--- src/ssph_pkg.sv ---
`default_nettype none

package ssph_pkg;

    localparam int MAX_STEPS   = 64;
    localparam int STEP_W      = 6;
    localparam int LEN_W       = STEP_W + 1;
    localparam int MASK_W      = 64;
    localparam int RND_W       = 16;
    localparam int CNT_W       = 4;
    localparam int CFG_IDX_W   = 2;
    localparam int CFG_DATA_W  = 7;
    localparam int ALIGN_STEPS = STEP_W;
    localparam int DIV_STEPS   = RND_W;
    localparam int MASK_BYTES  = MASK_W / 8;

    localparam logic [CNT_W-1:0] ALIGN_LAST = CNT_W'(ALIGN_STEPS - 1);
    localparam logic [CNT_W-1:0] DIV_LAST   = CNT_W'(DIV_STEPS - 1);
    localparam logic [CNT_W-1:0] COUNT_LAST = CNT_W'(MASK_BYTES - 1);

    localparam logic [CFG_IDX_W-1:0] CFG_PATTERN_LENGTH = 2'd0;
    localparam logic [CFG_IDX_W-1:0] CFG_START_OFFSET   = 2'd1;
    localparam logic [CFG_IDX_W-1:0] CFG_PLAY_ORDER     = 2'd2;

    localparam logic [3:0] ACT_PULSE    = 4'd0;
    localparam logic [3:0] ACT_PLAY     = 4'd1;
    localparam logic [3:0] ACT_CONTINUE = 4'd2;
    localparam logic [3:0] ACT_STOP     = 4'd3;
    localparam logic [3:0] ACT_BACK     = 4'd4;
    localparam logic [3:0] ACT_FORWARD  = 4'd5;
    localparam logic [3:0] ACT_CUE      = 4'd6;
    localparam logic [3:0] ACT_PRESS    = 4'd7;
    localparam logic [3:0] ACT_RELEASE  = 4'd8;

    localparam logic [2:0] ORD_PAUSE    = 3'd0;
    localparam logic [2:0] ORD_FORWARD  = 3'd1;
    localparam logic [2:0] ORD_BACKWARD = 3'd2;
    localparam logic [2:0] ORD_PINGPONG = 3'd3;
    localparam logic [2:0] ORD_PPREPEAT = 3'd4;
    localparam logic [2:0] ORD_SHUFFLE  = 3'd5;

    localparam logic [1:0] RUN_IDLE    = 2'd0;
    localparam logic [1:0] RUN_PLAYING = 2'd1;
    localparam logic [1:0] RUN_PREVIEW = 2'd2;
    localparam logic [1:0] RUN_FINISH  = 2'd3;

    localparam logic [1:0] EV_NONE     = 2'd0;
    localparam logic [1:0] EV_START    = 2'd1;
    localparam logic [1:0] EV_CONTINUE = 2'd2;
    localparam logic [1:0] EV_STOP     = 2'd3;

    localparam logic [STEP_W-1:0] WRAP_LO [32] = '{
        6'd0,  6'd0,  6'd1,  6'd0,  6'd3,  6'd3,  6'd3,  6'd0,
        6'd7,  6'd0,  6'd3,  6'd8,  6'd3,  6'd11, 6'd7,  6'd3,
        6'd15, 6'd12, 6'd9,  6'd6,  6'd3,  6'd0,  6'd19, 6'd17,
        6'd15, 6'd13, 6'd11, 6'd9,  6'd7,  6'd5,  6'd3,  6'd1
    };

    typedef enum logic [3:0] {
        ST_IDLE,
        ST_ALIGN,
        ST_EXEC,
        ST_COUNT,
        ST_DIVLOAD,
        ST_DIVIDE,
        ST_FBYTE,
        ST_FBIT,
        ST_MODIDX,
        ST_FINISH,
        ST_EMIT
    } state_t;

    typedef enum logic [3:0] {
        OP_NONE,
        OP_LOAD,
        OP_DIV,
        OP_EXEC,
        OP_COUNT,
        OP_DIVLOAD,
        OP_FBYTE,
        OP_FBIT,
        OP_FINISH,
        OP_EMIT
    } dp_op_t;

    typedef struct packed {
        dp_op_t     op;
        logic [2:0] byte_sel;
    } dp_cmd_t;

    typedef struct packed {
        logic shuffle_go;
        logic byte_hit;
        logic bit_hit;
        logic out_free;
    } dp_status_t;

    function automatic logic [LEN_W-1:0] clamp_len(input logic [LEN_W-1:0] pl);
        logic [LEN_W-1:0] l;
        l = pl;
        if (l == '0)
        begin
            l = LEN_W'(1);
        end
        if (l > LEN_W'(MAX_STEPS))
        begin
            l = LEN_W'(MAX_STEPS);
        end
        return l;
    endfunction

    // 63 mod len: where a backward step from the loop start lands
    function automatic logic [STEP_W-1:0] back_wrap(input logic [LEN_W-1:0] len);
        logic [LEN_W-1:0] d;
        d = LEN_W'(63) - len;
        if (len >= LEN_W'(64))
        begin
            return STEP_W'(63);
        end
        else if (len >= LEN_W'(32))
        begin
            return d[STEP_W-1:0];
        end
        else
        begin
            return WRAP_LO[len[4:0]];
        end
    endfunction

    function automatic logic [STEP_W-1:0] rel_inc(input logic [STEP_W-1:0] r,
                                                  input logic [LEN_W-1:0] len);
        logic [LEN_W-1:0] n;
        n = {1'b0, r} + LEN_W'(1);
        return (n >= len) ? '0 : n[STEP_W-1:0];
    endfunction

    function automatic logic [STEP_W-1:0] rel_dec(input logic [STEP_W-1:0] r,
                                                  input logic [LEN_W-1:0] len);
        return (r == '0) ? back_wrap(len) : r - STEP_W'(1);
    endfunction

    function automatic logic [3:0] popcount8(input logic [7:0] b);
        logic [3:0] c;
        c = '0;
        for (int i = 0; i < 8; i++)
        begin
            c = c + {3'b000, b[i]};
        end
        return c;
    endfunction

endpackage

`default_nettype wire

--- src/ssph_ctrl.sv ---
`default_nettype none

module ssph_ctrl
    import ssph_pkg::*;
(
    input  wire logic       clk,
    input  wire logic       rst_n,
    input  wire logic       in_valid,
    output logic            in_stall,
    input  wire dp_status_t status,
    output dp_cmd_t         cmd
);

    state_t           state_reg;
    state_t           state_next;
    logic [CNT_W-1:0] cnt_reg;
    logic [CNT_W-1:0] cnt_next;

    always_ff @(posedge clk or negedge rst_n)
    begin
        if (!rst_n)
        begin
            state_reg <= ST_IDLE;
            cnt_reg   <= '0;
        end
        else
        begin
            state_reg <= state_next;
            cnt_reg   <= cnt_next;
        end
    end

    always_comb
    begin
        state_next = state_reg;
        cnt_next   = cnt_reg + CNT_W'(1);
        case (state_reg)
            ST_IDLE:
            begin
                cnt_next = '0;
                if (in_valid)
                begin
                    state_next = ST_ALIGN;
                end
            end
            ST_ALIGN:
            begin
                if (cnt_reg == ALIGN_LAST)
                begin
                    state_next = ST_EXEC;
                end
            end
            ST_EXEC:
            begin
                cnt_next = '0;
                state_next = status.shuffle_go ? ST_COUNT : ST_EMIT;
            end
            ST_COUNT:
            begin
                if (cnt_reg == COUNT_LAST)
                begin
                    state_next = ST_DIVLOAD;
                end
            end
            ST_DIVLOAD:
            begin
                cnt_next   = '0;
                state_next = ST_DIVIDE;
            end
            ST_DIVIDE:
            begin
                if (cnt_reg == DIV_LAST)
                begin
                    state_next = ST_FBYTE;
                end
            end
            ST_FBYTE:
            begin
                if (status.byte_hit)
                begin
                    state_next = ST_FBIT;
                end
            end
            ST_FBIT:
            begin
                cnt_next = '0;
                if (status.bit_hit)
                begin
                    state_next = ST_MODIDX;
                end
            end
            ST_MODIDX:
            begin
                if (cnt_reg == ALIGN_LAST)
                begin
                    state_next = ST_FINISH;
                end
            end
            ST_FINISH:
            begin
                state_next = ST_EMIT;
            end
            ST_EMIT:
            begin
                if (status.out_free)
                begin
                    state_next = ST_IDLE;
                end
            end
            default:
            begin
                state_next = ST_IDLE;
            end
        endcase
    end

    always_comb
    begin
        in_stall     = 1'b1;
        cmd.op       = OP_NONE;
        cmd.byte_sel = cnt_reg[2:0];
        case (state_reg)
            ST_IDLE:
            begin
                in_stall = 1'b0;
                if (in_valid)
                begin
                    cmd.op = OP_LOAD;
                end
            end
            ST_ALIGN:   cmd.op = OP_DIV;
            ST_EXEC:    cmd.op = OP_EXEC;
            ST_COUNT:   cmd.op = OP_COUNT;
            ST_DIVLOAD: cmd.op = OP_DIVLOAD;
            ST_DIVIDE:  cmd.op = OP_DIV;
            ST_FBYTE:   cmd.op = OP_FBYTE;
            ST_FBIT:    cmd.op = OP_FBIT;
            ST_MODIDX:  cmd.op = OP_DIV;
            ST_FINISH:  cmd.op = OP_FINISH;
            ST_EMIT:
            begin
                if (status.out_free)
                begin
                    cmd.op = OP_EMIT;
                end
            end
            default:    cmd.op = OP_NONE;
        endcase
    end

endmodule

`default_nettype wire

--- src/ssph_dpath.sv ---
`default_nettype none

module ssph_dpath
    import ssph_pkg::*;
(
    input  wire logic                  clk,
    input  wire logic                  rst_n,
    input  wire logic                  cfg_write,
    input  wire logic [CFG_IDX_W-1:0]  cfg_index,
    input  wire logic [CFG_DATA_W-1:0] cfg_data,
    input  wire logic [3:0]            action,
    input  wire logic                  advance_allowed,
    input  wire logic [RND_W-1:0]      random_value,
    input  wire logic [STEP_W-1:0]     target_step,
    input  wire logic                  short_press,
    input  wire dp_cmd_t               cmd,
    output dp_status_t                 status,
    output logic                       out_valid,
    input  wire logic                  out_stall,
    output logic [STEP_W-1:0]          playhead_step,
    output logic [STEP_W-1:0]          effective_start,
    output logic [1:0]                 run_state,
    output logic                       wrapped,
    output logic [1:0]                 transport_event,
    output logic                       cue_pending,
    output logic [STEP_W-1:0]          cued_start,
    output logic                       going_backwards
);

    typedef struct packed {
        logic play;
        logic prev;
        logic stop;
        logic manual;
        logic first;
        logic back;
    } flags_t;

    logic [LEN_W-1:0]  pattern_length_reg;
    logic [STEP_W-1:0] start_offset_reg;
    logic [2:0]        play_order_reg;

    logic [3:0]        action_reg;
    logic              allowed_reg;
    logic [RND_W-1:0]  random_reg;
    logic [STEP_W-1:0] target_reg;
    logic              short_reg;

    logic [STEP_W-1:0] step_reg;
    logic [STEP_W-1:0] step_next;
    logic [STEP_W-1:0] start_reg;
    logic [STEP_W-1:0] start_next;
    logic              pv_reg;
    logic              pv_next;
    logic [STEP_W-1:0] pstep_reg;
    logic [STEP_W-1:0] pstep_next;
    logic [MASK_W-1:0] mask_reg;
    logic [MASK_W-1:0] mask_next;
    flags_t            flags_reg;
    flags_t            flags_next;
    logic              wrap_reg;
    logic              wrap_next;
    logic [1:0]        event_reg;
    logic [1:0]        event_next;

    logic [RND_W-1:0]  quo_reg;
    logic [LEN_W-1:0]  rem_reg;
    logic [LEN_W-1:0]  den_reg;
    logic [LEN_W-1:0]  acc_reg;
    logic [STEP_W-1:0] scan_reg;
    logic [LEN_W-1:0]  run_reg;

    logic              out_valid_reg;

    logic [LEN_W-1:0]  len;
    logic [STEP_W-1:0] eff_cur;
    logic [STEP_W-1:0] rel_cur;
    logic [LEN_W-1:0]  div_shift;
    logic [LEN_W-1:0]  div_rem;
    logic [3:0]        scan_pc;
    logic [3:0]        count_pc;
    logic              byte_hit;
    logic              bit_hit;
    logic              shuffle_go;
    logic [STEP_W-1:0] rel_w;
    logic [STEP_W-1:0] cue_ns;
    logic [MASK_W-1:0] mask_fill;
    logic [1:0]        run_code;

    assign len       = clamp_len(pattern_length_reg);
    assign eff_cur   = start_reg + start_offset_reg;
    assign rel_cur   = step_reg - eff_cur;
    assign div_shift = {rem_reg[STEP_W-1:0], quo_reg[RND_W-1]};
    assign div_rem   = (div_shift >= den_reg) ? div_shift - den_reg : div_shift;
    assign scan_pc   = popcount8(mask_reg[{scan_reg[5:3], 3'b000} +: 8]);
    assign count_pc  = popcount8(mask_reg[{cmd.byte_sel, 3'b000} +: 8]);
    assign byte_hit  = ({1'b0, run_reg} + {4'b0000, scan_pc}) > {1'b0, rem_reg};
    assign bit_hit   = mask_reg[scan_reg] && (run_reg == rem_reg);
    assign cue_ns    = target_reg - start_offset_reg;
    assign mask_fill = ~({MASK_W{1'b1}} << len);

    always_comb
    begin
        flags_next = flags_reg;
        start_next = start_reg;
        pv_next    = pv_reg;
        pstep_next = pstep_reg;
        mask_next  = mask_reg;
        wrap_next  = wrap_reg;
        event_next = event_reg;
        rel_w      = rem_reg[STEP_W-1:0];
        shuffle_go = 1'b0;
        step_next  = step_reg;
        case (cmd.op)
            OP_EXEC:
            begin
                wrap_next  = 1'b0;
                event_next = EV_NONE;
                case (action_reg)
                    ACT_PULSE:
                    begin
                        if (flags_next.play || flags_next.manual)
                        begin
                            flags_next.manual = 1'b0;
                            if (!allowed_reg || flags_next.first)
                            begin
                                flags_next.first = 1'b0;
                            end
                            else if (play_order_reg == ORD_SHUFFLE)
                            begin
                                shuffle_go = 1'b1;
                                if (mask_next == '0)
                                begin
                                    mask_next = mask_fill;
                                    wrap_next = 1'b1;
                                end
                            end
                            else
                            begin
                                case (play_order_reg)
                                    ORD_FORWARD:
                                    begin
                                        wrap_next = rel_inc(rel_w, len) <= rel_w;
                                        rel_w     = rel_inc(rel_w, len);
                                    end
                                    ORD_BACKWARD:
                                    begin
                                        wrap_next = rel_dec(rel_w, len) >= rel_w;
                                        rel_w     = rel_dec(rel_w, len);
                                    end
                                    ORD_PINGPONG, ORD_PPREPEAT:
                                    begin
                                        if ((!flags_next.back &&
                                             {1'b0, rel_w} >= len - LEN_W'(1)) ||
                                            (flags_next.back && rel_w == '0))
                                        begin
                                            flags_next.back = !flags_next.back;
                                            wrap_next       = 1'b1;
                                        end
                                        if (wrap_next && play_order_reg == ORD_PPREPEAT)
                                        begin
                                            rel_w = flags_next.back ?
                                                    STEP_W'(len - LEN_W'(1)) : '0;
                                        end
                                        else if (flags_next.back)
                                        begin
                                            rel_w = rel_dec(rel_w, len);
                                        end
                                        else
                                        begin
                                            rel_w = rel_inc(rel_w, len);
                                        end
                                    end
                                    default:
                                    begin
                                        rel_w = rel_w;
                                    end
                                endcase
                                if (wrap_next && pv_next)
                                begin
                                    start_next = pstep_next;
                                    pv_next    = 1'b0;
                                end
                                if (flags_next.play && flags_next.stop)
                                begin
                                    event_next      = EV_STOP;
                                    flags_next.play = 1'b0;
                                    flags_next.prev = 1'b0;
                                    flags_next.stop = 1'b0;
                                    if (pv_next)
                                    begin
                                        start_next = pstep_next;
                                        pv_next    = 1'b0;
                                    end
                                end
                            end
                        end
                    end
                    ACT_PLAY, ACT_CONTINUE:
                    begin
                        if (action_reg == ACT_PLAY)
                        begin
                            mask_next       = '0;
                            flags_next.back = 1'b0;
                            rel_w           = '0;
                        end
                        if (pv_next)
                        begin
                            start_next = pstep_next;
                            pv_next    = 1'b0;
                        end
                        flags_next.first = 1'b1;
                        if (!flags_next.play)
                        begin
                            flags_next.play = 1'b1;
                            event_next = (rel_w == '0) ? EV_START : EV_CONTINUE;
                        end
                    end
                    ACT_STOP:
                    begin
                        event_next      = EV_STOP;
                        flags_next.play = 1'b0;
                        flags_next.prev = 1'b0;
                        flags_next.stop = 1'b0;
                        if (pv_next)
                        begin
                            start_next = pstep_next;
                            pv_next    = 1'b0;
                        end
                    end
                    ACT_BACK:
                    begin
                        if (!flags_next.play)
                        begin
                            rel_w             = rel_dec(rel_w, len);
                            flags_next.manual = 1'b1;
                            flags_next.first  = 1'b1;
                        end
                    end
                    ACT_FORWARD:
                    begin
                        rel_w             = rel_inc(rel_w, len);
                        flags_next.manual = 1'b1;
                        flags_next.first  = 1'b1;
                    end
                    ACT_CUE:
                    begin
                        if (!flags_next.play || (pv_next && pstep_next == cue_ns))
                        begin
                            start_next = cue_ns;
                            pv_next    = 1'b0;
                        end
                        else
                        begin
                            pv_next    = 1'b1;
                            pstep_next = cue_ns;
                        end
                    end
                    ACT_PRESS:
                    begin
                        if (flags_next.play)
                        begin
                            if (!flags_next.stop)
                            begin
                                flags_next.stop = 1'b1;
                            end
                            else
                            begin
                                event_next      = EV_STOP;
                                flags_next.play = 1'b0;
                                flags_next.prev = 1'b0;
                                flags_next.stop = 1'b0;
                                if (pv_next)
                                begin
                                    start_next = pstep_next;
                                    pv_next    = 1'b0;
                                end
                            end
                        end
                        else
                        begin
                            flags_next.prev = 1'b1;
                            if (pv_next)
                            begin
                                start_next = pstep_next;
                                pv_next    = 1'b0;
                            end
                            flags_next.first = 1'b1;
                            flags_next.play  = 1'b1;
                            event_next = (rel_w == '0) ? EV_START : EV_CONTINUE;
                        end
                    end
                    ACT_RELEASE:
                    begin
                        if (flags_next.prev)
                        begin
                            if (short_reg)
                            begin
                                flags_next.prev = 1'b0;
                            end
                            else
                            begin
                                event_next      = EV_STOP;
                                flags_next.play = 1'b0;
                                flags_next.prev = 1'b0;
                                flags_next.stop = 1'b0;
                                if (pv_next)
                                begin
                                    start_next = pstep_next;
                                    pv_next    = 1'b0;
                                end
                            end
                        end
                    end
                    default:
                    begin
                        rel_w = rel_w;
                    end
                endcase
                step_next = start_next + start_offset_reg + rel_w;
            end
            OP_FINISH:
            begin
                mask_next  = mask_reg & ~({{(MASK_W-1){1'b0}}, 1'b1} << scan_reg);
                event_next = EV_NONE;
                if (wrap_reg && pv_next)
                begin
                    start_next = pstep_next;
                    pv_next    = 1'b0;
                end
                if (flags_next.play && flags_next.stop)
                begin
                    event_next      = EV_STOP;
                    flags_next.play = 1'b0;
                    flags_next.prev = 1'b0;
                    flags_next.stop = 1'b0;
                    if (pv_next)
                    begin
                        start_next = pstep_next;
                        pv_next    = 1'b0;
                    end
                end
                step_next = start_next + start_offset_reg + rel_w;
            end
            default:
            begin
                step_next = step_reg;
            end
        endcase
    end

    always_comb
    begin
        if (!flags_reg.play)
        begin
            run_code = RUN_IDLE;
        end
        else if (flags_reg.prev)
        begin
            run_code = RUN_PREVIEW;
        end
        else if (flags_reg.stop)
        begin
            run_code = RUN_FINISH;
        end
        else
        begin
            run_code = RUN_PLAYING;
        end
    end

    always_ff @(posedge clk or negedge rst_n)
    begin
        if (!rst_n)
        begin
            pattern_length_reg <= LEN_W'(MAX_STEPS);
            start_offset_reg   <= '0;
            play_order_reg     <= ORD_FORWARD;
        end
        else if (cfg_write)
        begin
            case (cfg_index)
                CFG_PATTERN_LENGTH: pattern_length_reg <= cfg_data[LEN_W-1:0];
                CFG_START_OFFSET:   start_offset_reg   <= cfg_data[STEP_W-1:0];
                CFG_PLAY_ORDER:     play_order_reg     <= cfg_data[2:0];
                default:            play_order_reg     <= play_order_reg;
            endcase
        end
    end

    always_ff @(posedge clk or negedge rst_n)
    begin
        if (!rst_n)
        begin
            step_reg      <= '0;
            start_reg     <= '0;
            pv_reg        <= 1'b0;
            mask_reg      <= '0;
            flags_reg     <= '0;
            wrap_reg      <= 1'b0;
            event_reg     <= EV_NONE;
            out_valid_reg <= 1'b0;
        end
        else
        begin
            step_reg  <= step_next;
            start_reg <= start_next;
            pv_reg    <= pv_next;
            mask_reg  <= mask_next;
            flags_reg <= flags_next;
            wrap_reg  <= wrap_next;
            event_reg <= event_next;
            if (cmd.op == OP_EMIT)
            begin
                out_valid_reg <= 1'b1;
            end
            else if (!out_stall)
            begin
                out_valid_reg <= 1'b0;
            end
        end
    end

    always_ff @(posedge clk)
    begin
        pstep_reg <= pstep_next;
        case (cmd.op)
            OP_LOAD:
            begin
                action_reg  <= action;
                allowed_reg <= advance_allowed;
                random_reg  <= random_value;
                target_reg  <= target_step;
                short_reg   <= short_press;
                quo_reg     <= {rel_cur, {(RND_W-STEP_W){1'b0}}};
                rem_reg     <= '0;
                den_reg     <= len;
            end
            OP_DIV:
            begin
                quo_reg <= {quo_reg[RND_W-2:0], 1'b0};
                rem_reg <= div_rem;
            end
            OP_EXEC:
            begin
                acc_reg <= '0;
            end
            OP_COUNT:
            begin
                acc_reg <= acc_reg + {3'b000, count_pc};
            end
            OP_DIVLOAD:
            begin
                quo_reg  <= random_reg;
                rem_reg  <= '0;
                den_reg  <= acc_reg;
                scan_reg <= '0;
                run_reg  <= '0;
            end
            OP_FBYTE:
            begin
                if (!byte_hit)
                begin
                    run_reg  <= run_reg + {3'b000, scan_pc};
                    scan_reg <= {scan_reg[5:3] + 3'd1, 3'b000};
                end
            end
            OP_FBIT:
            begin
                if (bit_hit)
                begin
                    quo_reg <= {scan_reg, {(RND_W-STEP_W){1'b0}}};
                    rem_reg <= '0;
                    den_reg <= len;
                end
                else
                begin
                    run_reg  <= run_reg + {{(LEN_W-1){1'b0}}, mask_reg[scan_reg]};
                    scan_reg <= scan_reg + STEP_W'(1);
                end
            end
            OP_EMIT:
            begin
                playhead_step   <= step_reg;
                effective_start <= eff_cur;
                run_state       <= run_code;
                wrapped         <= wrap_reg;
                transport_event <= event_reg;
                cue_pending     <= pv_reg;
                cued_start      <= pv_reg ? pstep_reg : '0;
                going_backwards <= flags_reg.back;
            end
            default:
            begin
                acc_reg <= acc_reg;
            end
        endcase
    end

    assign out_valid         = out_valid_reg;
    assign status.shuffle_go = shuffle_go;
    assign status.byte_hit   = byte_hit;
    assign status.bit_hit    = bit_hit;
    assign status.out_free   = !out_valid_reg || !out_stall;

    assert property (@(posedge clk) disable iff (!rst_n)
        (cmd.op == OP_DIV) |-> (den_reg != '0))
        else $error("divider runs with a zero divisor");

    assert property (@(posedge clk) disable iff (!rst_n)
        (cmd.op == OP_DIV) |-> (rem_reg < den_reg))
        else $error("partial remainder not below divisor");

    assert property (@(posedge clk) disable iff (!rst_n)
        (cmd.op == OP_COUNT) |-> (mask_reg != '0))
        else $error("shuffle count over an empty mask");

    assert property (@(posedge clk) disable iff (!rst_n)
        (cmd.op == OP_FBYTE && !byte_hit) |-> (scan_reg[5:3] != 3'd7))
        else $error("shuffle byte search ran past the last byte");

endmodule

`default_nettype wire

--- src/step_sequencer_playhead_core.sv ---
// Playhead of a 64-step pattern sequencer.
// Request channel: in_valid / in_stall carry one transport action (pulse, play,
// continue, stop, back, forward, cue start, press play, release play) with its
// gate bit, random value, target step and press length. A request is taken when
// in_valid is high and in_stall is low; in_stall is low only while the block
// waits for work.
// Result channel: out_valid / out_stall carry exactly one result per request:
// step, modulated start, run state, wrap flag, transport event, cue state and
// ping-pong direction. A result register separates the channels, so the next
// request is taken while a result still waits for out_stall to drop.
// Timing: each request first realigns the step with the shared remainder
// unit, then executes its action. Non-shuffle requests then emit their result;
// no new request is taken until the block is back in idle. A shuffle pulse adds
// a byte-wise popcount of the mask, a remainder of the random value by that
// count, a free-step search byte by byte and then bit by bit, and a remainder
// by the length. A stalled receiver holds the block in its emit step.
// Configuration: cfg_write with cfg_index 0 length, 1 start offset, 2 order;
// writes are for idle periods and take effect at the next request.
// Reset (rst_n low, asynchronous) clears step, start, cue, shuffle mask and run
// flags, and sets length 64, offset 0, order forward.
`default_nettype none

module step_sequencer_playhead_core
    import ssph_pkg::*;
(
    input  wire logic                  clk,
    input  wire logic                  rst_n,
    input  wire logic                  cfg_write,
    input  wire logic [CFG_IDX_W-1:0]  cfg_index,
    input  wire logic [CFG_DATA_W-1:0] cfg_data,
    input  wire logic                  in_valid,
    output logic                       in_stall,
    input  wire logic [3:0]            action,
    input  wire logic                  advance_allowed,
    input  wire logic [RND_W-1:0]      random_value,
    input  wire logic [STEP_W-1:0]     target_step,
    input  wire logic                  short_press,
    output logic                       out_valid,
    input  wire logic                  out_stall,
    output logic [STEP_W-1:0]          playhead_step,
    output logic [STEP_W-1:0]          effective_start,
    output logic [1:0]                 run_state,
    output logic                       wrapped,
    output logic [1:0]                 transport_event,
    output logic                       cue_pending,
    output logic [STEP_W-1:0]          cued_start,
    output logic                       going_backwards
);

    dp_cmd_t    cmd;
    dp_status_t status;

    ssph_ctrl u_ctrl (
        .clk      (clk),
        .rst_n    (rst_n),
        .in_valid (in_valid),
        .in_stall (in_stall),
        .status   (status),
        .cmd      (cmd)
    );

    ssph_dpath u_dpath (
        .clk             (clk),
        .rst_n           (rst_n),
        .cfg_write       (cfg_write),
        .cfg_index       (cfg_index),
        .cfg_data        (cfg_data),
        .action          (action),
        .advance_allowed (advance_allowed),
        .random_value    (random_value),
        .target_step     (target_step),
        .short_press     (short_press),
        .cmd             (cmd),
        .status          (status),
        .out_valid       (out_valid),
        .out_stall       (out_stall),
        .playhead_step   (playhead_step),
        .effective_start (effective_start),
        .run_state       (run_state),
        .wrapped         (wrapped),
        .transport_event (transport_event),
        .cue_pending     (cue_pending),
        .cued_start      (cued_start),
        .going_backwards (going_backwards)
    );

endmodule

`default_nettype wire

--- config.mk ---
export PLATFORM = sky130hd
export DESIGN_NAME = step_sequencer_playhead_core
export DESIGN_NICKNAME = d
export VERILOG_FILES = /design/src/ssph_pkg.sv /design/src/ssph_ctrl.sv /design/src/ssph_dpath.sv /design/src/step_sequencer_playhead_core.sv
export SDC_FILE = /design/constraint.sdc
export NUM_CORES = 1
export LEC_CHECK = 0
export ABC_AREA = 1
export ABC_CLOCK_PERIOD_IN_PS = 7550
export BUFFER_PORTS_ARGS = -buffer_cell sky130_fd_sc_hd__buf_4
export CAP_MARGIN = 0
export CORE_MARGIN = 2
export CORE_UTILIZATION = 65
export CTS_BUF_LIST = sky130_fd_sc_hd__clkbuf_8
export CTS_CLUSTER_DIAMETER = 60
export CTS_CLUSTER_SIZE = 24
export DETAILED_ROUTE_END_ITERATION = 8
export PLACE_DENSITY = 0.87
export SETUP_SLACK_MARGIN = 0.4
export SLEW_MARGIN = 20
export SYNTH_ARGS = -nofsm -noshare
export SYNTH_HDL_FRONTEND = slang
export SYNTH_SLANG_ARGS = --single-unit
--- constraint.sdc ---
create_clock -name clk -period 7.55 [get_ports clk]
set_input_delay 0 -clock clk [delete_from_list [all_inputs] [get_ports clk]]
set_output_delay 0 -clock clk [all_outputs]
set_load 0.01 [all_outputs]
* Yosys cells after proc, flatten, opt, wreduce, memory -nomap -nowiden *
Memories as Yosys holds them, arrays and structs flattened.
Index checks and enable logic that the tools add are counted.

storage, ports and cells
  register bits after elaboration = 220
  latch bits = 0
  memory bits (writable) = 0
  bits in read-only memories = 192
  input bits = 42
  output and inout port bits = 27
  word-level logic and storage cells = 401
  memories kept = 1

memories
  name              depth  bits a word  rd ports  clocked after Yosys merged registers in  write ports  line             text
  (name not given)  32     6            1         0                                        0            ssph_pkg.sv:126  return WRAP_LO[len[4:0]];

cells by class
  $add $sub $neg = 33
  $mul = 0
  div/mod/pow operators = 0
  $lt $le $gt $ge = 11
  equal/unequal tests = 73
  shifts and indexed selects = 4
  multiplexer cells = 175
  bitwise logic cells = 6
  reduce and logical (&&, ||, !) cells = 59

operator list
  operator                                            count
  2-to-1 mux 64 bit                                   5
  2-to-1 mux 6 bit                                    44
  one-hot mux 64 bit (2 select lines)                 2
  inverter 64 bit                                     2
  variable part select 64 x 7 -> 8 bit                2
  bitwise AND 64 bit                                  1
  zero test 64 bit                                    1
  one-hot mux 16 bit (4 select lines)                 1
  << shifter 1 x 6 -> 64 bit (first input constant)   1
  << shifter 64 x 7 -> 64 bit (first input constant)  1
  one-hot mux 7 bit (3 select lines)                  3
  2-to-1 mux 1 bit                                    60
  == test 4 x 3 -> 1 bit (second input constant)      14
  2-to-1 mux 7 bit                                    7
  adder 4 x 1 -> 4 bit                                12
  2-to-1 mux 4 bit                                    11
  one-hot mux 4 bit (11 select lines)                 1
  one-hot mux 4 bit (9 select lines)                  1
  one-hot mux 6 bit (3 select lines)                  2
  2-to-1 mux 2 bit                                    16
  adder 6 bit                                         5
  one-hot mux 6 bit (5 select lines)                  1
  == test 4 bit (second input constant)               7
  == test 4 x 2 -> 1 bit (second input constant)      6
  73 further kinds                                    155

* Longest topological paths before layout *
Gate-level depths: netlist of run 1.

  depth in word-level cells = 41
  depth in mapped cells = 48
  depth with buffers taken out = 46

* Hierarchy *
Synthesis of run 1 repeated with hierarchy kept, for this count alone.

second synthesis, totals
  cell total of the unflattened synthesis = 2236
  area total of the unflattened synthesis = 17066.4 um^2

by module, submodules not included
  module      instances  cells an instance  area each (um^2)  sequential area each (um^2)
  ssph_dpath  1          2138               16423.3           5853.1
  ssph_ctrl   1          98                 643.1             200.2

* Least setup slack after synthesis of run 1 *
Ideal clock, no wire load.

  path kind = register to register
  start = register u_dpath.scan_reg[3]
  end = register u_dpath.run_reg[0] (enable)
  library setup time = 0.387 ns
  arrival time = 6.547 ns
  required time = 7.163 ns
  slack = 0.616 ns
  stages on the path, launching flop included = 31
  path buffers = 3
  period minus slack after synthesis = 6.934 ns
  path through = edfxtp_1 clkbuf_1 clkbuf_1 buf_1 nand2_1 a221oi_1 a31oi_1 ha_1 fa_1 fa_1 inv_1 fa_1 fa_1 or2_2 nand2_1 ha_1 a21oi_1 nand2_1 a21o_1 nand2_1 xor2_1 inv_1 ha_1 a21oi_1 o21ai_0 and2_1 o22ai_1 o31ai_1 inv_1 o22ai_1 a21oi_1

between the ends
  longest elaborated chain between the ends = 12
  elaborated cells between the ends (all ways) = 16
  classes of those cells = add/sub: 8; order compare: 1; eq/ne: 2; shift: 1; mux: 2; reduce/logical: 2

RTL lines
  element                                 line               text
  from (decl)                             ssph_dpath.sv:70   logic [STEP_W-1:0] scan_reg;
  from (signal assigned)                  ssph_dpath.sv:465  scan_reg <= {scan_reg[5:3] + 3'd1, 3'b000};
  from (signal assigned)                  ssph_dpath.sv:479  scan_reg <= scan_reg + STEP_W'(1);
  variable part select 64 x 7 -> 8 bit    ssph_dpath.sv:95   assign scan_pc = popcount8(mask_reg[{scan_reg[5:3], 3'b000} +: 8]);
  adder 1 x 1 -> 2 bit                    ssph_pkg.sv:147    c = c + {3'b000, b[i]};
  adder 4 x 1 -> 4 bit (6 in series)      ssph_pkg.sv:147
  adder 7 x 4 -> 8 bit                    ssph_dpath.sv:97   assign byte_hit = ({1'b0, run_reg} + {4'b0000, scan_pc}) > {1'b0, rem_reg};
  greater-than comparator 8 x 7 -> 1 bit  ssph_dpath.sv:97
  != test 2 bit (no source line)          n/a
  AND reduction 3 bit (no source line) *  n/a
  to (signal assigned)                    ssph_dpath.sv:464  run_reg <= run_reg + {3'b000, scan_pc};
  to (signal assigned)                    ssph_dpath.sv:478  run_reg <= run_reg + {{(LEN_W-1){1'b0}}, mask_reg[scan_reg]};
  to (decl)                               ssph_dpath.sv:71   logic [LEN_W-1:0] run_reg;

Mark *: on every way between the ends. The rest lies on a longest branch, timed or not. The select of a mux whose other input is x is not followed.
A chain may end at the register's enable or synchronous reset.

* Worst setup path after layout of run 1 *
  start = register u_dpath.rem_reg[4]
  end = register u_dpath.step_reg[5]

between the ends
  longest elaborated chain between the ends = 33
  elaborated cells between the ends (all ways) = 66
  classes of those cells = add/sub: 5; order compare: 4; mux: 51; reduce/logical: 6

RTL lines
  element                                                                        line               text
  from (decl)                                                                    ssph_dpath.sv:67   logic [LEN_W-1:0] rem_reg;
  from (signal assigned)                                                         ssph_dpath.sv:442  rem_reg <= div_rem;
  parallel branches: the longest is 32 deep, another holds adder 6 x 1 -> 7 bit  n/a
  one-hot mux 6 bit (2 select lines) *                                           ssph_dpath.sv:114  case (cmd.op)
  to (signal assigned)                                                           ssph_dpath.sv:406  step_reg <= step_next;
  to (decl)                                                                      ssph_dpath.sv:49   logic [STEP_W-1:0] step_reg;

Every way passes the cells marked *. The select of a mux whose other input is x is not followed.

==> results of run 1 <==
final cells by class:
class | count | area (um2) | share of cell area (%)
flip-flops and latches | 220 | 6060 | 31.8
clock inverters | 15 | 205 | 1.08
well taps | 335 | 419 | 2.20
clock buffers | 21 | 289 | 1.52
inverters | 327 | 1240 | 6.50
multi-input cells | 1610 | 9530 | 50.0
repair buffers | 163 | 1330 | 6.99
per-stage QoR:
stage | worst slack [ns] | hold slack [ns] | instance area, um2
floorplan | 0.616 | -0.296 | 17200
global placement | 0.943 | 0.113 | 18000
detailed placement | 0.744 | 0.118 | 18000
CTS | 0.690 | 0.0291 | 18900
global route | 0.409 | 0.0911 | 19100
finish | 0.717 | 0.0243 | 19100
timing repair:
item,in CTS,in global routing
endpoints found under the hold margin,101,0
buffers inserted,0,16
endpoints found under the setup margin,0,19
gates resized for setup,0,14
hold buffers,44,0
metal layers:
layer	up-vias	GRT usage, %	routed length (um)
met4	0	22.8	4310
met1	8532	62.0	24100
li1	7931	-	-
met5	-	0	0
met3	334	12.2	9420
met2	1630	67.9	27800
logic make-up (layout without fill, tap and decap cells):
| logic type | after synthesis | in the layout | synth area share, % |
|---|---|---|---|
| AOI/OAI and AO/OA | 633 | 633 | 21.6 |
| and+or+nand+nor | 796 | 796 | 20.5 |
| muxes | 2 | 2 | 0.116 |
| xor gates and xnor gates | 56 | 56 | 2.84 |
| adders and majority gates | 123 | 123 | 10.1 |
| buffers and inverters | 431 | 526 | 9.77 |
| DFF | 220 | 220 | 35.1 |
layout by cell type, fill, tap and decap left out, types with 8 or more instances in the layout:
master           n
nor2_1         150
nand3_1        107
dfrtp_1        109
o21ai_1          8
a21oi_1        173
o211ai_1        25
a41oi_1         13
nand2_1        399
a22o_1          12
buf_4          119
nand4_1         32
dlygate4sd3_1   44
o21ai_0        265
ha_1            96
xor2_1          41
fa_1            27
o22ai_1         13
a221oi_1        15
edfxtp_1       109
a31oi_1         29
clkbuf_8        21
inv_2           16
nor3_1          25
inv_1          302
nor4_1          36
nor2_2          10
xnor2_1         15
o221ai_1         9
nand2_2          9
o2111ai_1        8
critical path: cells and delay by family, from the launching register on:
kind	cells	cell delay, ns
AO/OA/AOI/OAI	3	0.64
XOR/XNOR	1	0.24
adder cells (fa/ha/maj)	5	1.65
buffers and inverters	5	0.60
flip-flops	1	0.84
AND/OR/NAND/NOR	25	2.75
how the worst min path moves through the flow:
stage	endpoint	slack, ns	depth (start not counted)
6_report	u_ctrl.state_reg[3]$_DFFE_PN0P_	0.02	2
5_1_grt	u_ctrl.cnt_reg[3]$_DFF_PN0_	0.09	2
4_1_cts	u_ctrl.cnt_reg[2]$_DFF_PN0_	0.03	2
3_5_place_dp	u_dpath.mask_reg[47]$_DFFE_PN0P_	0.12	1
3_3_place_gp	u_dpath.mask_reg[47]$_DFFE_PN0P_	0.11	1
2_1_floorplan	u_ctrl.cnt_reg[0]$_DFF_PN0_	-0.30	0
==> metrics.md, run 1 <==
| Metric | Value |
|---|---|
| Outcome | `finished clean` |
| WP data arrival | `7.32 ns` |
| Reg2Reg Setup Slack | `0.72 ns` |
| Number of clock sinks | `220` |
| IO Port Bufs | `68` |
| Gr usage total | `45.7%` |
| NumNets Final | `around 2500` |
| Final hold violations | `0` |
| Crit-path most repeated cell | `nand2_1` |
| Die X-Extent | `between 150 and 200 um` |
| Period utilization | `between 90% and 100%` |
| Vias/cell | `6.85` |
| Final min period | `6.83 ns` |
| Die Y | `167 um` |
| Largest net degree at the start of global routing | `57` |
| Initial Util | `66.2%` |
| Max stage delay cell, worst path | `edfxtp_1` |
| Cells after synthesis | `2261` |
| Crit path largest cell delay | `between 0.8 and 0.9 ns` |
| Setup Crit Path Kind | `register to register` |
| Final wirelength | `65.6 mm` |
| Synth cell types | `69` |
| Final count of pins violating max slew | `0` |
| Post-synth top cells | `nand2_1, inv_1, o21ai_0` |
| Area contributors post-synth | `edfxtp_1, dfrtp_1, nand2_1` |
| H-tree depth | `1` |
| Vias in the first global route | `17016` |
| Core ar. | `26100 um2` |
| WL/cell | `between 20 and 25 um` |
| 1st-iter DRT viols | `3501` |
| Most frequent cell after synthesis | `nand2_1` |
| MaxCap Viol Count | `0` |
| Seq/Total Area, Yosys | `35.1%` |
| # IOs | `69` |
| Largest register FFs | `64` |
| CP Capture Type | `register` |
| Clock transition at path regs | `0.14 ns` |
| Leading area contributor after synthesis | `edfxtp_1` |
| Final routed DRC violation total | `0` |
| Longest Clk Path Bufs | `3` |
| Post-synthesis register bit count | `220` |
| Vias | `about 18000` |
| Area Growth Syn to Fin | `10.6%` |
| Hold WC Path Type | `input pin to asynchronous set/reset pin` |
| Syn nets | `2426` |
| Worst EP required | `8.04 ns` |
| Site row count | `59` |
| Layout Utilization | `73.2%` |
| Worst rel slew slack | `32.7%` |
| Crit path to | `u_dpath.step_reg[5]$_DFFE_PN0N_` |
| Fmax | `0.146 GHz` |
| CTS tree | `done` |
| Worst Setup SP | `u_dpath.rem_reg[4]$_SDFFCE_PP0P_` |
| Post-synth EDFFs | `~110` |
| Dpl cells | `2595` |
| Hpwl dp | `46.8 mm` |
| Setup TNS | `0 ns` |
| Worst-Margin Slew | `1.01 ns` |
| Area share of the largest cell type after synthesis | `19.0%` |
| Leading register cell type out of synthesis | `edfxtp_1` |
| Clock skew | `between 0.03 and 0.04 ns` |
| Initial antenna violation count | `0` |
| Syn Std Cell Area | `between 15000 and 20000 um2` |
| Antenna-violating nets left | `0` |
| YS warnings | `0` |
| RSZ-0062 raised after global routing | `false` |
| Reg-to-Reg Start | `u_dpath.rem_reg[4]$_SDFFCE_PP0P_` |
| Synth async-reset ratio | `50.5%` |
| Root buf cell | `clkbuf_8` |
| First-pass GRT wire length | `around 100 mm` |
| GP Congestion | `approximately 1.1` |
| Layout cells sized above 1 | `slightly below 10%` |
| Detailed Routing Iterations Pass 1 | `9` |
| GR Overflow Total | `0` |
| Fillers | `approximately 2000` |
| # diodes | `0` |
| Final setup viols | `0` |
| Number of CTS-inserted buffers | `20` |
| Worst Reg-to-Reg Cells | `39` |
| Capture instance of the worst register-to-register path | `u_dpath.step_reg[5]$_DFFE_PN0N_` |
| DIE AREA | `27800 um2` |
| Fin cells | `2691` |
| Skew-Pair Late Insertion Delay | `0.60 ns` |
| Worst setup SP type | `register` |
| Syn Area/Cell | `7.63 um2` |
| Crit-path max FO | `13` |
Power of run 1 is not shown: default switching activity piles up to over one toggle a cycle in this logic, so the estimate is an artifact.
==> run 2, diff against run 1 <==
ABC_CLOCK_PERIOD_IN_PS = not set   (was 7550)
CORE_UTILIZATION = 55   (was 65)
PLACE_DENSITY = 0.76   (was 0.87)
==> metrics.md, run 2 (synthesis gave the netlist of run 1 again) <==
| Metric | Value |
|---|---|
| Final hold violations | `0` |
| Skew-Pair Late Insertion Delay | `0.64 ns` |
| Layout cells sized above 1 | `9.59%` |
| Initial antenna violation count | `0` |
| Vias/cell | `between 6 and 7` |
| Fillers | `2787` |
| Setup TNS | `0 ns` |
| Outcome | `finished clean` |
| 1st-iter DRT viols | `2057` |
| Root buf cell | `clkbuf_8` |
| Max stage delay cell, worst path | `fa_1` |
| Detailed Routing Iterations Pass 1 | `6` |
| Layout Utilization | `62.6%` |
| Initial Util | `56.1%` |
| WP data arrival | `7.09 ns` |
| CP Capture Type | `register` |
| Clock transition at path regs | `0.10 ns` |
| Hpwl dp | `43.9 mm` |
| Core ar. | `30700 um2` |
| Antenna-violating nets left | `0` |
| IO Port Bufs | `68` |
| Commonest cells after routing, fill and taps aside | `nand2_1, inv_1, o21ai_0, a21oi_1, nor2_1` |
| Clock skew | `0.0727 ns` |
| Hold slack | `approximately 0.079 ns` |
| GR Overflow Total | `0` |
| Crit-path most repeated cell | `fa_1` |
| Period utilization | `90.1%` |
| # diodes | `0` |
| Die X-Extent | `181 um` |
| Hold WC Path Type | `input pin to register` |
| Longest Clk Path Bufs | `3` |
| Fmax | `0.147 GHz` |
| RSZ-0062 raised after global routing | `true` |
| Setup Crit Path Kind | `register to register` |
| Final routed DRC violation total | `0` |
| Commonest non-fill, non-tap cell in the layout | `nand2_1` |
| Largest net degree at the start of global routing | `74` |
| CTS tree | `done` |
| Site row count | `64` |
| Worst setup SP type | `register` |
| # IOs | `69` |
| Die Y | `181 um` |
| Number of clock sinks | `between 200 and 250` |
| Final count of pins violating max slew | `0` |
| Vias in the first global route | `16772` |
| Largest register FFs | `between 60 and 70` |
| MaxCap Viol Count | `0` |
| WL/cell | `about 22 um` |
| Vias | `17409` |
| Final setup viols | `0` |
| Worst EP required | `7.83 ns` |
| H-tree depth | `1` |
| DIE AREA | `32800 um2` |
| Crit-path max FO | `14` |
| Worst rel slew slack | `32.5%` |
| NumNets Final | `approximately 2500` |
| First-pass GRT wire length | `around 95 mm` |
| GP Congestion | `1.04` |
| Worst-Margin Slew | `roughly 1.0 ns` |
| Crit path largest cell delay | `0.56 ns` |
| Number of CTS-inserted buffers | `26` |
| Area Growth Syn to Fin | `11.6%` |
| Gr usage total | `36.7%` |
| Final min period | `just under 7 ns` |
| Final wirelength | `60.6 mm` |
[run 2: final timing paths]
path / depth (start not counted) / slack (ns) / startpoint / to
setup / recovery: 29 / 0.75 / u_dpath.scan_reg[3]$_DFFE_PP_ / u_dpath.run_reg[0]$_SDFFCE_PN0P_
hold / removal: 7 / 0.08 / in_valid / u_ctrl.state_reg[0]$_DFFE_PN0P_
setup reg to reg: 29 / 0.75 / u_dpath.scan_reg[3]$_DFFE_PP_ / u_dpath.run_reg[0]$_SDFFCE_PN0P_
hold reg to reg: 0 / 0.47 / u_dpath.event_reg[0]$_DFFE_PN0N_ / u_dpath.transport_event[0]$_DFFE_PP_
max in group asynchronous: 4 / 6.03 / rst_n / u_dpath.pattern_length_reg[2]$_DFFE_PN0P_
min in group asynchronous: 4 / 0.48 / rst_n / u_dpath.mask_reg[51]$_DFFE_PN0P_
[run 2: metal layers]
metal  vias to the layer above  part of all wire, %  global-route usage (%)  routed length, um
li1                       7921                    -                       -                  -
met1                      8122                   39                    47.7              23700
met2                      1108                   44                    57.2              26400
met3                       258                   10                    6.75               6250
met4                         0                  7.1                    22.1               4300
met5                         -                    0                       0                  0
[run 2: cell type report]
class	instances	area, um2	area share, %
clock buffers	28	385	2.00
clock inverters	20	262	1.36
inverters	327	1240	6.43
multi-input cells	1610	9520	49.5
flip-flops and latches	220	6060	31.5
well taps	396	495	2.58
repair buffers	152	1280	6.64
[run 2: through the flow]
stage / setup slack [ns] / area (um2) / instances
after global placement: 0.875 / 18100 / 2655
after global routing: 0.364 / 19200 / 2753
final: 0.746 / 19200 / 2753
after CTS: 0.655 / 19200 / 2749
after detailed placement: 0.693 / 18100 / 2655
after floorplan: 0.616 / 17200 / 2261
[run 2: worst max-delay path, delay by kind of cell (launching register included)]
kind / cells / cell delay, ns
adder cells (fa/ha/maj): 7 / 2.88
AO/OA/AOI/OAI: 10 / 1.26
flip-flops: 1 / 0.51
buffers and inverters: 6 / 0.98
XOR/XNOR: 1 / 0.15
AND/OR/NAND/NOR: 5 / 0.70
[run 2: repair_timing]
action | CTS | global route
hold buffers | 46 | 0
setup buffers | 0 | 4
endpoints found under the hold margin | 84 | 0
endpoints found under the setup margin | 0 | 18
gates resized for setup | 0 | 9
Power of run 2 is left out for the same reason.
